### src/sv/gcd_pkg.sv
// ============================================================================
// gcd_pkg: shared types, constants and microcode for the change dispenser
// Denomination and stock tables, stream packing widths and the control store.
// ============================================================================
package gcd_pkg;

    localparam int NUM_DENOMS   = 9;
    localparam int COUNT_BITS   = 8;
    localparam int MAX_SLOTS    = 16;
    localparam int SLOT_BITS    = 4;
    localparam int DENOM_BITS   = 10;
    localparam int DISP_BITS    = 8;
    localparam int AMOUNT_BITS  = 16;
    localparam int REM_BITS     = AMOUNT_BITS + 1;
    localparam int STATUS_BITS  = 2;
    localparam int STEP_BITS    = 2;

    // Reciprocal quotient: fit = (change * recip) >> RECIP_SHIFT.
    localparam int RECIP_BITS   = 27;
    localparam int RECIP_SHIFT  = 26;
    localparam int PROD_BITS    = AMOUNT_BITS + RECIP_BITS;
    localparam int PAY_BITS     = COUNT_BITS + DENOM_BITS;

    // Stream word layout, lowest field first, padded to whole bytes.
    localparam int S_DATA_BITS = 2 * AMOUNT_BITS + SLOT_BITS + COUNT_BITS;
    localparam int S_TDATA_W   = ((S_DATA_BITS + 7) / 8) * 8;
    localparam int M_DATA_BITS = SLOT_BITS + DENOM_BITS + DISP_BITS + REM_BITS;
    localparam int M_TDATA_W   = ((M_DATA_BITS + 7) / 8) * 8;

    localparam logic [SLOT_BITS-1:0] LAST_SLOT = SLOT_BITS'(NUM_DENOMS - 1);

    typedef logic [STEP_BITS-1:0] step_t;

    typedef enum logic [STATUS_BITS-1:0] {
        ST_EXACT    = 2'd0,
        ST_SHORT    = 2'd1,
        ST_UNDERPAY = 2'd2,
        ST_LOAD_ACK = 2'd3
    } status_t;

    typedef enum logic [2:0] {
        OP_FETCH,
        OP_QUOT,
        OP_EMIT_SALE,
        OP_EMIT_LOAD
    } op_t;

    typedef enum logic [1:0] {
        CND_NEVER,
        CND_LOAD_MODE,
        CND_MORE_SLOTS
    } cond_t;

    // One control word: operation, jump condition, jump target, and whether
    // a failed jump returns to the fetch step instead of falling through.
    typedef struct packed {
        op_t   op;
        cond_t cond;
        step_t target;
        logic  ret;
    } ucode_t;

    localparam step_t STEP_FETCH = 2'd0;
    localparam step_t STEP_QUOT  = 2'd1;
    localparam step_t STEP_EMIT  = 2'd2;
    localparam step_t STEP_LOAD  = 2'd3;

    function automatic ucode_t ucode_rom(input step_t pc);
        ucode_t w;
        case (pc)
            STEP_FETCH: w = '{op: OP_FETCH,     cond: CND_LOAD_MODE,  target: STEP_LOAD,
                              ret: 1'b0};
            STEP_QUOT:  w = '{op: OP_QUOT,      cond: CND_NEVER,      target: STEP_FETCH,
                              ret: 1'b0};
            STEP_EMIT:  w = '{op: OP_EMIT_SALE, cond: CND_MORE_SLOTS, target: STEP_QUOT,
                              ret: 1'b1};
            STEP_LOAD:  w = '{op: OP_EMIT_LOAD, cond: CND_NEVER,      target: STEP_FETCH,
                              ret: 1'b1};
            default:    w = '{op: OP_FETCH,     cond: CND_NEVER,      target: STEP_FETCH,
                              ret: 1'b1};
        endcase
        return w;
    endfunction

    // Face values in half units; slots past the drawer have none.
    function automatic logic [DENOM_BITS-1:0] denom_of(input logic [SLOT_BITS-1:0] s);
        logic [DENOM_BITS-1:0] d;
        case (s)
            4'd0:    d = 10'd1000;
            4'd1:    d = 10'd200;
            4'd2:    d = 10'd100;
            4'd3:    d = 10'd40;
            4'd4:    d = 10'd20;
            4'd5:    d = 10'd10;
            4'd6:    d = 10'd4;
            4'd7:    d = 10'd2;
            4'd8:    d = 10'd1;
            default: d = 10'd0;
        endcase
        return d;
    endfunction

    // Rounded-up 2^26 / face value. The rounding error stays below the face
    // value, so the scaled product floors to the exact quotient for every
    // 16-bit change.
    function automatic logic [RECIP_BITS-1:0] recip_of(input logic [SLOT_BITS-1:0] s);
        logic [RECIP_BITS-1:0] r;
        case (s)
            4'd0:    r = 27'd67109;
            4'd1:    r = 27'd335545;
            4'd2:    r = 27'd671089;
            4'd3:    r = 27'd1677722;
            4'd4:    r = 27'd3355444;
            4'd5:    r = 27'd6710887;
            4'd6:    r = 27'd16777216;
            4'd7:    r = 27'd33554432;
            4'd8:    r = 27'd67108864;
            default: r = 27'd0;
        endcase
        return r;
    endfunction

    function automatic logic [COUNT_BITS-1:0] reset_count_of(input int s);
        logic [COUNT_BITS-1:0] c;
        case (s)
            0:       c = COUNT_BITS'(3);
            1:       c = COUNT_BITS'(7);
            2:       c = COUNT_BITS'(12);
            3:       c = COUNT_BITS'(22);
            4:       c = COUNT_BITS'(15);
            5:       c = COUNT_BITS'(25);
            6:       c = COUNT_BITS'(15);
            7:       c = COUNT_BITS'(25);
            8:       c = COUNT_BITS'(20);
            default: c = '0;
        endcase
        return c;
    endfunction

endpackage

### src/sv/greedy_change_dispenser_core.sv
// ============================================================================
// greedy_change_dispenser_core: cash-drawer change maker with limited stock
// Order: a sale loads its first output word at the emit step, after the
// fetch and quotient steps; a load acknowledge at the load step after fetch.
// Flow: a sale runs a fetch step, then a quotient and an emit step per slot,
// holding while the output stalls; a new item is taken only at the fetch step.
// Reset: the drawer returns to its opening stock, the output register empties
// and the sequencer waits at its fetch step.
// ============================================================================
module greedy_change_dispenser_core (
    input  logic                        aclk,
    input  logic                        aresetn,
    input  logic                        s_tvalid,
    output logic                        s_tready,
    // price [15:0], paid [31:16], slot [35:32], count [43:36], zero pad above
    input  logic [gcd_pkg::S_TDATA_W-1:0] s_tdata,
    // mode [0]
    input  logic                        s_tuser,
    output logic                        m_tvalid,
    input  logic                        m_tready,
    // slot_out [3:0], denomination [13:4], dispensed [21:14],
    // remainder [38:22], zero pad above
    output logic [gcd_pkg::M_TDATA_W-1:0] m_tdata,
    // status [1:0]
    output logic [gcd_pkg::STATUS_BITS-1:0] m_tuser,
    output logic                        m_tlast
);
    import gcd_pkg::*;

    // The sequencer reads one control word per cycle from the control store.
    // The fetch step takes a word; a sale then spends two steps per slot.
    // The quotient step multiplies the change still owed by the slot's
    // reciprocal and caps the result at the slot's stock. The emit step
    // subtracts the pieces given, writes back the stock, loads the output
    // register and advances to the next slot.

    // Unpacked input fields.
    logic [AMOUNT_BITS-1:0] in_price;
    logic [AMOUNT_BITS-1:0] in_paid;
    logic [SLOT_BITS-1:0]   in_slot;
    logic [COUNT_BITS-1:0]  in_count;

    assign in_price = s_tdata[AMOUNT_BITS-1:0];
    assign in_paid  = s_tdata[2*AMOUNT_BITS-1:AMOUNT_BITS];
    assign in_slot  = s_tdata[2*AMOUNT_BITS+SLOT_BITS-1:2*AMOUNT_BITS];
    assign in_count = s_tdata[S_DATA_BITS-1:2*AMOUNT_BITS+SLOT_BITS];

    // Sequencer and datapath registers.
    step_t                   pc_reg, pc_next;
    logic [SLOT_BITS-1:0]    slot_reg, slot_next;
    logic signed [REM_BITS-1:0] rem_reg, rem_next;
    logic [COUNT_BITS-1:0]   give_reg, give_next;
    logic                    neg_reg, neg_next;
    logic [COUNT_BITS-1:0]   ld_count_reg, ld_count_next;

    // Drawer stock, one register per slot, read at the current slot only.
    logic [COUNT_BITS-1:0]   counts_reg [NUM_DENOMS];
    logic                    cnt_we;
    logic [SLOT_BITS-1:0]    cnt_wa;
    logic [COUNT_BITS-1:0]   cnt_wd;

    // Output register.
    logic                    m_valid_reg, m_valid_next;
    logic [SLOT_BITS-1:0]    o_slot_reg, o_slot_next;
    logic [DENOM_BITS-1:0]   o_denom_reg, o_denom_next;
    logic [DISP_BITS-1:0]    o_disp_reg, o_disp_next;
    logic signed [REM_BITS-1:0] o_rem_reg, o_rem_next;
    status_t                 o_status_reg, o_status_next;
    logic                    o_last_reg, o_last_next;

    // Decode and datapath signals.
    ucode_t                  uw;
    logic                    hold;
    logic                    jump;
    logic                    slot_in_drawer;
    logic [COUNT_BITS-1:0]   stock;
    logic [DENOM_BITS-1:0]   denom;
    logic [RECIP_BITS-1:0]   recip;
    logic [PROD_BITS-1:0]    prod;
    logic [AMOUNT_BITS-1:0]  fit;
    logic [COUNT_BITS-1:0]   give_q;
    logic [PAY_BITS-1:0]     pay;
    logic signed [REM_BITS-1:0] rem_after;
    logic                    out_busy;
    logic                    is_last_slot;

    assign uw             = ucode_rom(pc_reg);
    assign slot_in_drawer = (slot_reg < SLOT_BITS'(NUM_DENOMS));
    assign stock          = slot_in_drawer ? counts_reg[slot_reg] : '0;
    assign denom          = denom_of(slot_reg);
    assign recip          = recip_of(slot_reg);
    assign out_busy       = m_valid_reg && !m_tready;
    assign is_last_slot   = (slot_reg == LAST_SLOT);

    // Pieces that fit into the change still owed, capped at the stock. The
    // product is only meaningful while the change is not negative.
    assign prod   = PROD_BITS'(rem_reg[AMOUNT_BITS-1:0]) * PROD_BITS'(recip);
    assign fit    = prod[RECIP_SHIFT+AMOUNT_BITS-1:RECIP_SHIFT];
    assign give_q = (fit < AMOUNT_BITS'(stock)) ? fit[COUNT_BITS-1:0] : stock;

    // Value handed out at the emit step; it never exceeds the change owed.
    assign pay       = PAY_BITS'(give_reg) * PAY_BITS'(denom);
    assign rem_after = rem_reg - $signed({1'b0, pay[AMOUNT_BITS-1:0]});

    // Step counter: a stalled step holds, otherwise the word's condition
    // picks the jump target, the fetch step, or the next step.
    always_comb begin
        case (uw.op)
            OP_FETCH:     hold = !s_tvalid;
            OP_EMIT_SALE: hold = out_busy;
            OP_EMIT_LOAD: hold = out_busy;
            default:      hold = 1'b0;
        endcase
        case (uw.cond)
            CND_LOAD_MODE:  jump = s_tuser;
            CND_MORE_SLOTS: jump = !is_last_slot;
            default:        jump = 1'b0;
        endcase
        if (hold) begin
            pc_next = pc_reg;
        end else if (jump) begin
            pc_next = uw.target;
        end else if (uw.ret) begin
            pc_next = STEP_FETCH;
        end else begin
            pc_next = pc_reg + step_t'(1);
        end
    end

    // Datapath driven by the control word.
    always_comb begin
        slot_next     = slot_reg;
        rem_next      = rem_reg;
        give_next     = give_reg;
        neg_next      = neg_reg;
        ld_count_next = ld_count_reg;
        cnt_we        = 1'b0;
        cnt_wa        = slot_reg;
        cnt_wd        = ld_count_reg;
        m_valid_next  = m_valid_reg && !m_tready;
        o_slot_next   = o_slot_reg;
        o_denom_next  = o_denom_reg;
        o_disp_next   = o_disp_reg;
        o_rem_next    = o_rem_reg;
        o_status_next = o_status_reg;
        o_last_next   = o_last_reg;
        case (uw.op)
            OP_FETCH: begin
                if (!hold) begin
                    rem_next      = $signed({1'b0, in_paid}) - $signed({1'b0, in_price});
                    neg_next      = (in_paid < in_price);
                    slot_next     = s_tuser ? in_slot : '0;
                    ld_count_next = in_count;
                    give_next     = '0;
                end
            end
            OP_QUOT: begin
                // A negative change never takes anything.
                give_next = rem_reg[REM_BITS-1] ? '0 : give_q;
            end
            OP_EMIT_SALE: begin
                if (!hold) begin
                    cnt_we        = 1'b1;
                    cnt_wd        = stock - give_reg;
                    rem_next      = rem_after;
                    m_valid_next  = 1'b1;
                    o_slot_next   = slot_reg;
                    o_denom_next  = denom;
                    o_disp_next   = give_reg[DISP_BITS-1:0];
                    o_rem_next    = rem_after;
                    o_last_next   = is_last_slot;
                    if (!is_last_slot) begin
                        o_status_next = ST_EXACT;
                    end else if (neg_reg) begin
                        o_status_next = ST_UNDERPAY;
                    end else if (rem_after == '0) begin
                        o_status_next = ST_EXACT;
                    end else begin
                        o_status_next = ST_SHORT;
                    end
                    slot_next = slot_reg + SLOT_BITS'(1);
                end
            end
            OP_EMIT_LOAD: begin
                if (!hold) begin
                    // A slot beyond the drawer is acknowledged but not stored.
                    cnt_we        = slot_in_drawer;
                    cnt_wd        = ld_count_reg;
                    m_valid_next  = 1'b1;
                    o_slot_next   = slot_reg;
                    o_denom_next  = denom;
                    o_disp_next   = '0;
                    o_rem_next    = '0;
                    o_status_next = ST_LOAD_ACK;
                    o_last_next   = 1'b1;
                end
            end
            default: begin
                cnt_we = 1'b0;
            end
        endcase
    end

    // Control state and stock, returned by reset to their start values.
    always_ff @(posedge aclk) begin
        if (!aresetn) begin
            pc_reg      <= STEP_FETCH;
            m_valid_reg <= 1'b0;
            for (int i = 0; i < NUM_DENOMS; i++) begin
                counts_reg[i] <= reset_count_of(i);
            end
        end else begin
            pc_reg      <= pc_next;
            m_valid_reg <= m_valid_next;
            if (cnt_we) begin
                counts_reg[cnt_wa] <= cnt_wd;
            end
        end
    end

    // Payload registers.
    always_ff @(posedge aclk) begin
        slot_reg     <= slot_next;
        rem_reg      <= rem_next;
        give_reg     <= give_next;
        neg_reg      <= neg_next;
        ld_count_reg <= ld_count_next;
        o_slot_reg   <= o_slot_next;
        o_denom_reg  <= o_denom_next;
        o_disp_reg   <= o_disp_next;
        o_rem_reg    <= o_rem_next;
        o_status_reg <= o_status_next;
        o_last_reg   <= o_last_next;
    end

    // Ports. The input is taken only at the fetch step.
    assign s_tready = (pc_reg == STEP_FETCH);
    assign m_tvalid = m_valid_reg;
    assign m_tdata  = M_TDATA_W'({o_rem_reg, o_disp_reg, o_denom_reg, o_slot_reg});
    assign m_tuser  = o_status_reg;
    assign m_tlast  = o_last_reg;

    // Only the final word of an item carries an outcome.
    a_status_on_last: assert property (@(posedge aclk) disable iff (!aresetn)
        (m_valid_reg && !o_last_reg) |-> (o_status_reg == ST_EXACT))
        else $error("outcome status on a word that is not last");

    // Pieces handed out strictly lower the change still owed.
    a_rem_falls: assert property (@(posedge aclk) disable iff (!aresetn)
        (uw.op == OP_EMIT_SALE && give_reg != '0) |-> (rem_after < rem_reg))
        else $error("dispensed pieces did not lower the remainder");

    // The drawer never gives more pieces than it holds.
    a_give_in_stock: assert property (@(posedge aclk) disable iff (!aresetn)
        (uw.op == OP_EMIT_SALE) |-> (give_reg <= stock))
        else $error("dispensed count exceeds stock");

    // An underpaid sale dispenses nothing.
    a_underpaid_zero: assert property (@(posedge aclk) disable iff (!aresetn)
        (uw.op == OP_EMIT_SALE && neg_reg) |-> (give_reg == '0))
        else $error("pieces dispensed on an underpaid sale");

endmodule
### config.mk
export PLATFORM = sky130hd
export DESIGN_NAME = greedy_change_dispenser_core
export DESIGN_NICKNAME = d
export VERILOG_FILES = /design/src/sv/gcd_pkg.sv /design/src/sv/greedy_change_dispenser_core.sv
export SDC_FILE = /design/constraint.sdc
export NUM_CORES = 1
export LEC_CHECK = 0
export BUFFER_PORTS_ARGS = -buffer_cell sky130_fd_sc_hd__buf_2
export CORE_AREA = 5 5 313 315
export CTS_BUF_LIST = sky130_fd_sc_hd__clkbuf_8
export DETAILED_ROUTE_END_ITERATION = 16
export DIE_AREA = 0 0 318 320
export PLACE_DENSITY = 0.39
export SYNTH_ARGS = -nofsm -noshare
export SYNTH_HDL_FRONTEND = slang
export SYNTH_SLANG_ARGS = --single-unit
### constraint.sdc
create_clock -name aclk -period 10.9 [get_ports aclk]
set_input_delay 2.725 -clock aclk [delete_from_list [all_inputs] [get_ports aclk]]
set_output_delay 2.725 -clock aclk [all_outputs]
set_load 0.1 [all_outputs]
# ---- After elaboration in Yosys (flattened, before gate mapping)
# Memories as Yosys holds them, arrays and structs flattened. A register that Yosys moved wholly into a read port is not among the register bits.
# Index checks and enable logic that the tools add are counted.
dict set report word_totals {
  ff_bits 83
  ramBits 72
  rom_bits 576
  inputBits 53
  elab_cells 110
  n_memories 3
}
dict set report op_classes {
  add_sub_neg 5
  mul 2
  n_lt_le_gt_ge 3
  n_eq_ne 12
  muxes 54
  n_bitwise 1
  n_reduce_logical 17
}
# memory words width read_ports rd_clocked_by_memory_dff write_ports line
set memory_table {}
lappend memory_table {{(name not given)} 16 26 1 1 0 gcd_pkg.sv:108} ;# case (s)
lappend memory_table {{(name not given)} 16 10 1 1 0 gcd_pkg.sv:88} ;# case (s)
lappend memory_table {counts_reg 9 8 1 1 9 greedy_change_dispenser_core.sv:57} ;# logic [COUNT_BITS-1:0] counts_reg [NUM_DENOMS];
# cell count
set op_table {}
lappend op_table {{$mux 8} 15}
lappend op_table {{$pmux 17 s2} 2}
lappend op_table {{$mux 17} 3}
lappend op_table {{$mul 16x27->42} 1}
lappend op_table {{$pmux 8 s2} 2}
lappend op_table {{$pmux 8 s4} 1}
lappend op_table {{$mux 4} 7}
lappend op_table {{$logic_not 17->1} 1}
lappend op_table {{$sub 16x16->17} 1}
lappend op_table {{$sub 17x17->17} 1}
lappend op_table {{$lt 16x16->1} 1}
lappend op_table {{$lt 16x8->1} 1}
lappend op_table {{$mul 8x10->16} 1}
lappend op_table {{$mux 1} 12}
lappend op_table {{$mux 2} 6}
lappend op_table {{$pmux 1 s2} 4}
lappend op_table {{$pmux 4 s2} 1}
lappend op_table {{$reduce_or 8->1} 1}
lappend op_table {{$sub 8x8->8} 1}
lappend op_table {{$eq 2x2->1 const B} 3}
lappend op_table {{$eq 3x2->1 const B} 2}
lappend op_table {{$ne 2x2->1 const B} 3}
lappend op_table {{$reduce_and 2->1} 3}
lappend op_table {{$reduce_and 3->1} 2}
lappend op_table {{14 further kinds} 19}

# ---- Depth between registers and ports, before layout
dict set report depth {
  word_depth 12
  depth_mapped 34
  depth_no_buf 32
}

# ---- Least setup slack after synthesis
# OpenSTA, ideal clock, no wires.
dict set report synth_path {
  kind {reg-to-reg}
  start {register rem_reg[8]}
  end {register give_reg[7] (data pin)}
  setup_time_ps 256
  t_arrival_ps 7619
  path_slack_ps 3025
  path_stages_with_launch 31
  path_buffers 2
  synth_period_minus_slack_ps 7875
  path_cell_list {edfxtp_1 -> clkbuf_1 -> clkbuf_1 -> nand2_1 -> fa_1 -> inv_1 -> fa_1 -> inv_1 -> fa_1 -> inv_1 -> fa_1 -> fa_1 -> inv_1 -> fa_1 -> inv_1 -> ha_1 -> nand2_1 -> or3_1 -> or3_1 -> nand4_1 -> nand2_1 -> o21ai_0 -> xor2_1 -> ha_1 -> a21o_1 -> a21oi_1 -> and4_1 -> o2111ai_1 -> a2111oi_2 -> a211oi_1 -> a31o_2}
}
dict set report synth_between {
  elab_chain_cells 5
}
# element line
set synth_rtl {}
lappend synth_rtl {{from (decl)} greedy_change_dispenser_core.sv:51} ;# logic signed [REM_BITS-1:0] rem_reg, rem_next;
lappend synth_rtl {{from (signal assigned)} greedy_change_dispenser_core.sv:224} ;# rem_reg <= rem_next;
lappend synth_rtl {{$mul 16x27->42 *} greedy_change_dispenser_core.sv:97} ;# assign prod = PROD_BITS'(rem_reg[AMOUNT_BITS-1:0]) * PROD_BITS'(recip);
lappend synth_rtl {{$lt 16x8->1} greedy_change_dispenser_core.sv:99} ;# assign give_q = (fit < AMOUNT_BITS'(stock)) ? fit[COUNT_BITS-1:0] : stock;
lappend synth_rtl {{$mux 8 *} greedy_change_dispenser_core.sv:99}
lappend synth_rtl {{$mux 8 *} greedy_change_dispenser_core.sv:159} ;# give_next = rem_reg[REM_BITS-1] ? '0 : give_q;
lappend synth_rtl {{$pmux 8 s2 *} greedy_change_dispenser_core.sv:147} ;# case (uw.op)
lappend synth_rtl {{to (signal assigned)} greedy_change_dispenser_core.sv:225} ;# give_reg <= give_next;
lappend synth_rtl {{to (decl)} greedy_change_dispenser_core.sv:52} ;# logic [COUNT_BITS-1:0] give_reg, give_next;
# Mark *: on every way between the ends. The rest lies on a longest branch, timed or not.
# A chain may end at the register's enable or synchronous reset.

# ---- Final worst setup path
dict set report layout_path {
  start {register rem_reg[2]}
  end {register give_reg[7] (data pin)}
}
# The elaborated chain is that of the path after synthesis.

==> flow_summary.ini <==
[status]
outcome = finished, final reports clean

[global_route]
grt_start_max_net_pins = 33
grt_overflow = 0
grt_pass1_vias = 20352
grt_antenna_before_repair = 1
grt_pass1_wl_um = 127100
grt_usage_pct = 16.21

[clocking]
cts.sinks = 243
holdBufCountCts = 0
root_buffer = clkbuf_8
cts_tree = done
htree_levels = 2
clk_pin_slew_ns = 0.07
clk_latency_ns = 0.59
cts_resized = 0
numCtsBuffers = 42
clockBufferDepth = 3
cts_setup_buffers = 0

[routing]
drc = 0
post_drt_wl_per_cell_um = 20.66
drt_wl_total_um = 82390
dr.first_iter.drc_count = 916
routed_via_density = 4.601
ant_nets = 0
drt-pass1-iter-count = 5
via_count = 18347

[floorplan]
start_util_pct = 27.89
coreArea_sq_um = 94590
rows = 113
fp.dieH_um = 320
ios = 98
die-width_um = 318
die_area_sq_um = 101800

[logic_synthesis]
yosys.area.top_type = fa_1
synth_flop_cell = edfxtp_1
ys_types = 62
ys_async_sr_fraction_pct = 0
ys_seq_area_share_pct = 26.30
yosys_register_bits = 243
yosysMostFrequentCell = inv_1
synthCells = 2617
syn_area_sq_um = 26380
yosys-top-cells-area = fa_1 29%, edfxtp_1 24%, ha_1 9.8%
synthesis.nets = 3255
ys_top_cells_by_count = 538 x inv_1, 378 x fa_1, 339 x nand2_1, 213 x and2_1
ys_warn_count = 0
synth.top_cell.area_share_pct = 28.69
syn_avg_cell_area_sq_um = 10.08
synth_edf_count = 207

[hold_path]
hp-start = cnt_wa[1]$_DFFE_PP_
worstHoldEndpoint = o_slot_reg[1]$_DFFE_PP_
hp-class = flop to flop
holdPathStages = 0

[placement]
gp_congestion = 0.8354
dp_hpwl_um = 66780
io_buffers = 92
placed_cells = 3916
placed_area_sq_um = 28330

[setup_path]
max_stage_delay_ns = 1.05
cp_common_cell = fa_1
worst-setup-path-type = flop to flop
worstSetupEndpointType = flop
crit_required_ns = 11.25
critPathSlowestCell = edfxtp_1
r2r_setup_slack_ns = 1.17
timing.rr.end = give_reg[7]$_SDFFCE_PP0P_
crit_arrival_ns = 10.08
start_kind = flop
worstPathMaxFanout = 17
reg2regPathDepth = 31
r2r-start = rem_reg[2]$_DFFE_PP_

[sta]
rsz0062_at_grt = no
finalSetupViolCount = 0
period_needed_ns = 9.734
post-route-period-util_pct = 89.30
slew_headroom_pct = 25.02
hold_ws_ns = 0.6184
worst_pin_slew_ns = 1.125
fmax_ghz = 0.1027
maxSlewViolCount = 0
setup_tns_ns = 0
skew_ns = 0.02940
hold_violations = 0

[layout]
largest_reg_flops = 128
multi_input_area_sq_um = 17070
fin_cells = 3988
num_antenna_cells = 0
fillers = 9876
regArea_sq_um = 6938
nets = 3333
finalInstanceArea_sq_um = 29190
syn2layout_area_growth_pct = 10.65
drive_above_1_share_pct = 8.814

[job]
drv_cap = 0
## worst max-delay path by stage
stage,from,end,slack (ns),depth (start not counted)
final,rem_reg[2]$_DFFE_PP_,give_reg[7]$_SDFFCE_PP0P_,1.17,31
after global routing,rem_reg[2]$_DFFE_PP_,give_reg[5]$_SDFFCE_PP0P_,0.54,31
after CTS,rem_reg[2]$_DFFE_PP_,give_reg[7]$_SDFFCE_PP0P_,1.18,31
after detailed placement,rem_reg[2]$_DFFE_PP_,give_reg[7]$_SDFFCE_PP0P_,1.22,31
after global placement,rem_reg[2]$_DFFE_PP_,give_reg[7]$_SDFFCE_PP0P_,1.33,31
after floorplan,rem_reg[8]$_DFFE_PP_,give_reg[7]$_SDFFCE_PP0P_,3.03,30
## area by class of cell
cell class              instances  share of cell area (%)
well taps                    1265                   5.423
multi-input cells            1743                   58.47
inverters                     538                   6.919
repair buffers                127                   2.478
clock inverters                29                  0.9174
flip-flops and latches        243                   23.77
clock buffers                  43                   2.028
## cells by family after synthesis
group,count (synthesis),synth area share (%)
flip-flops,243,26.30
XOR/XNOR,65,2.158
other,1,0.01422
AO/OA/AOI/OAI,230,5.502
buffers and inverters,631,9.012
adder cells (fa/ha/maj),585,38.51
multiplexers,49,3.761
AND/OR/NAND/NOR,813,14.75
## critical path, delay by kind of cell (launching register included)
| family | cells | cell delay [ns] |
|---|---|---|
| adders and majority gates | 8 | 3.72 |
| AOI/OAI and AO/OA | 11 | 2.99 |
| DFF | 1 | 1.05 |
| and+or+nand+nor | 5 | 0.84 |
| buffers and inverters | 6 | 0.57 |
| xor gates and xnor gates | 1 | 0.30 |
## routing by layer
| metal | vias to the layer above | global-route usage [%] | wire (um) | part of all wire [%] |
|---|---|---|---|---|
| met2 | 278 | 30.09 | 42810 | 52 |
| met4 | 0 | 2.816 | 1329 | 1.6 |
| li1 | 8433 | - | - | - |
| met5 | - | 0 | 0 | 0 |
| met1 | 9568 | 21.02 | 36260 | 44 |
| met3 | 68 | 1.220 | 1986 | 2.4 |
## cells in the final DEF, fill, tap and decap left out, drive strengths merged, types with 43 or more instances in the layout
| cell | synthesis | final |
|---|---|---|
| inv | 538 | 553 |
| fa | 378 | 378 |
| nand2 | 339 | 339 |
| and2 | 213 | 213 |
| ha | 207 | 207 |
| edfxtp | 207 | 207 |
| buf | 9 | 127 |
| nor2 | 125 | 125 |
| a21oi | 87 | 87 |
| clkbuf | 84 | 43 |
| o21ai | 43 | 43 |
## per-stage QoR
stage	worst slack, ns	util (%)
floorplan	3.025	-
global placement	1.335	29.95
detailed placement	1.222	29.95
CTS	1.181	30.86
global route	0.5383	30.86
finish	1.166	30.86
Power is not shown: default switching activity piles up to over one toggle a cycle in this logic, so the estimate is an artifact.
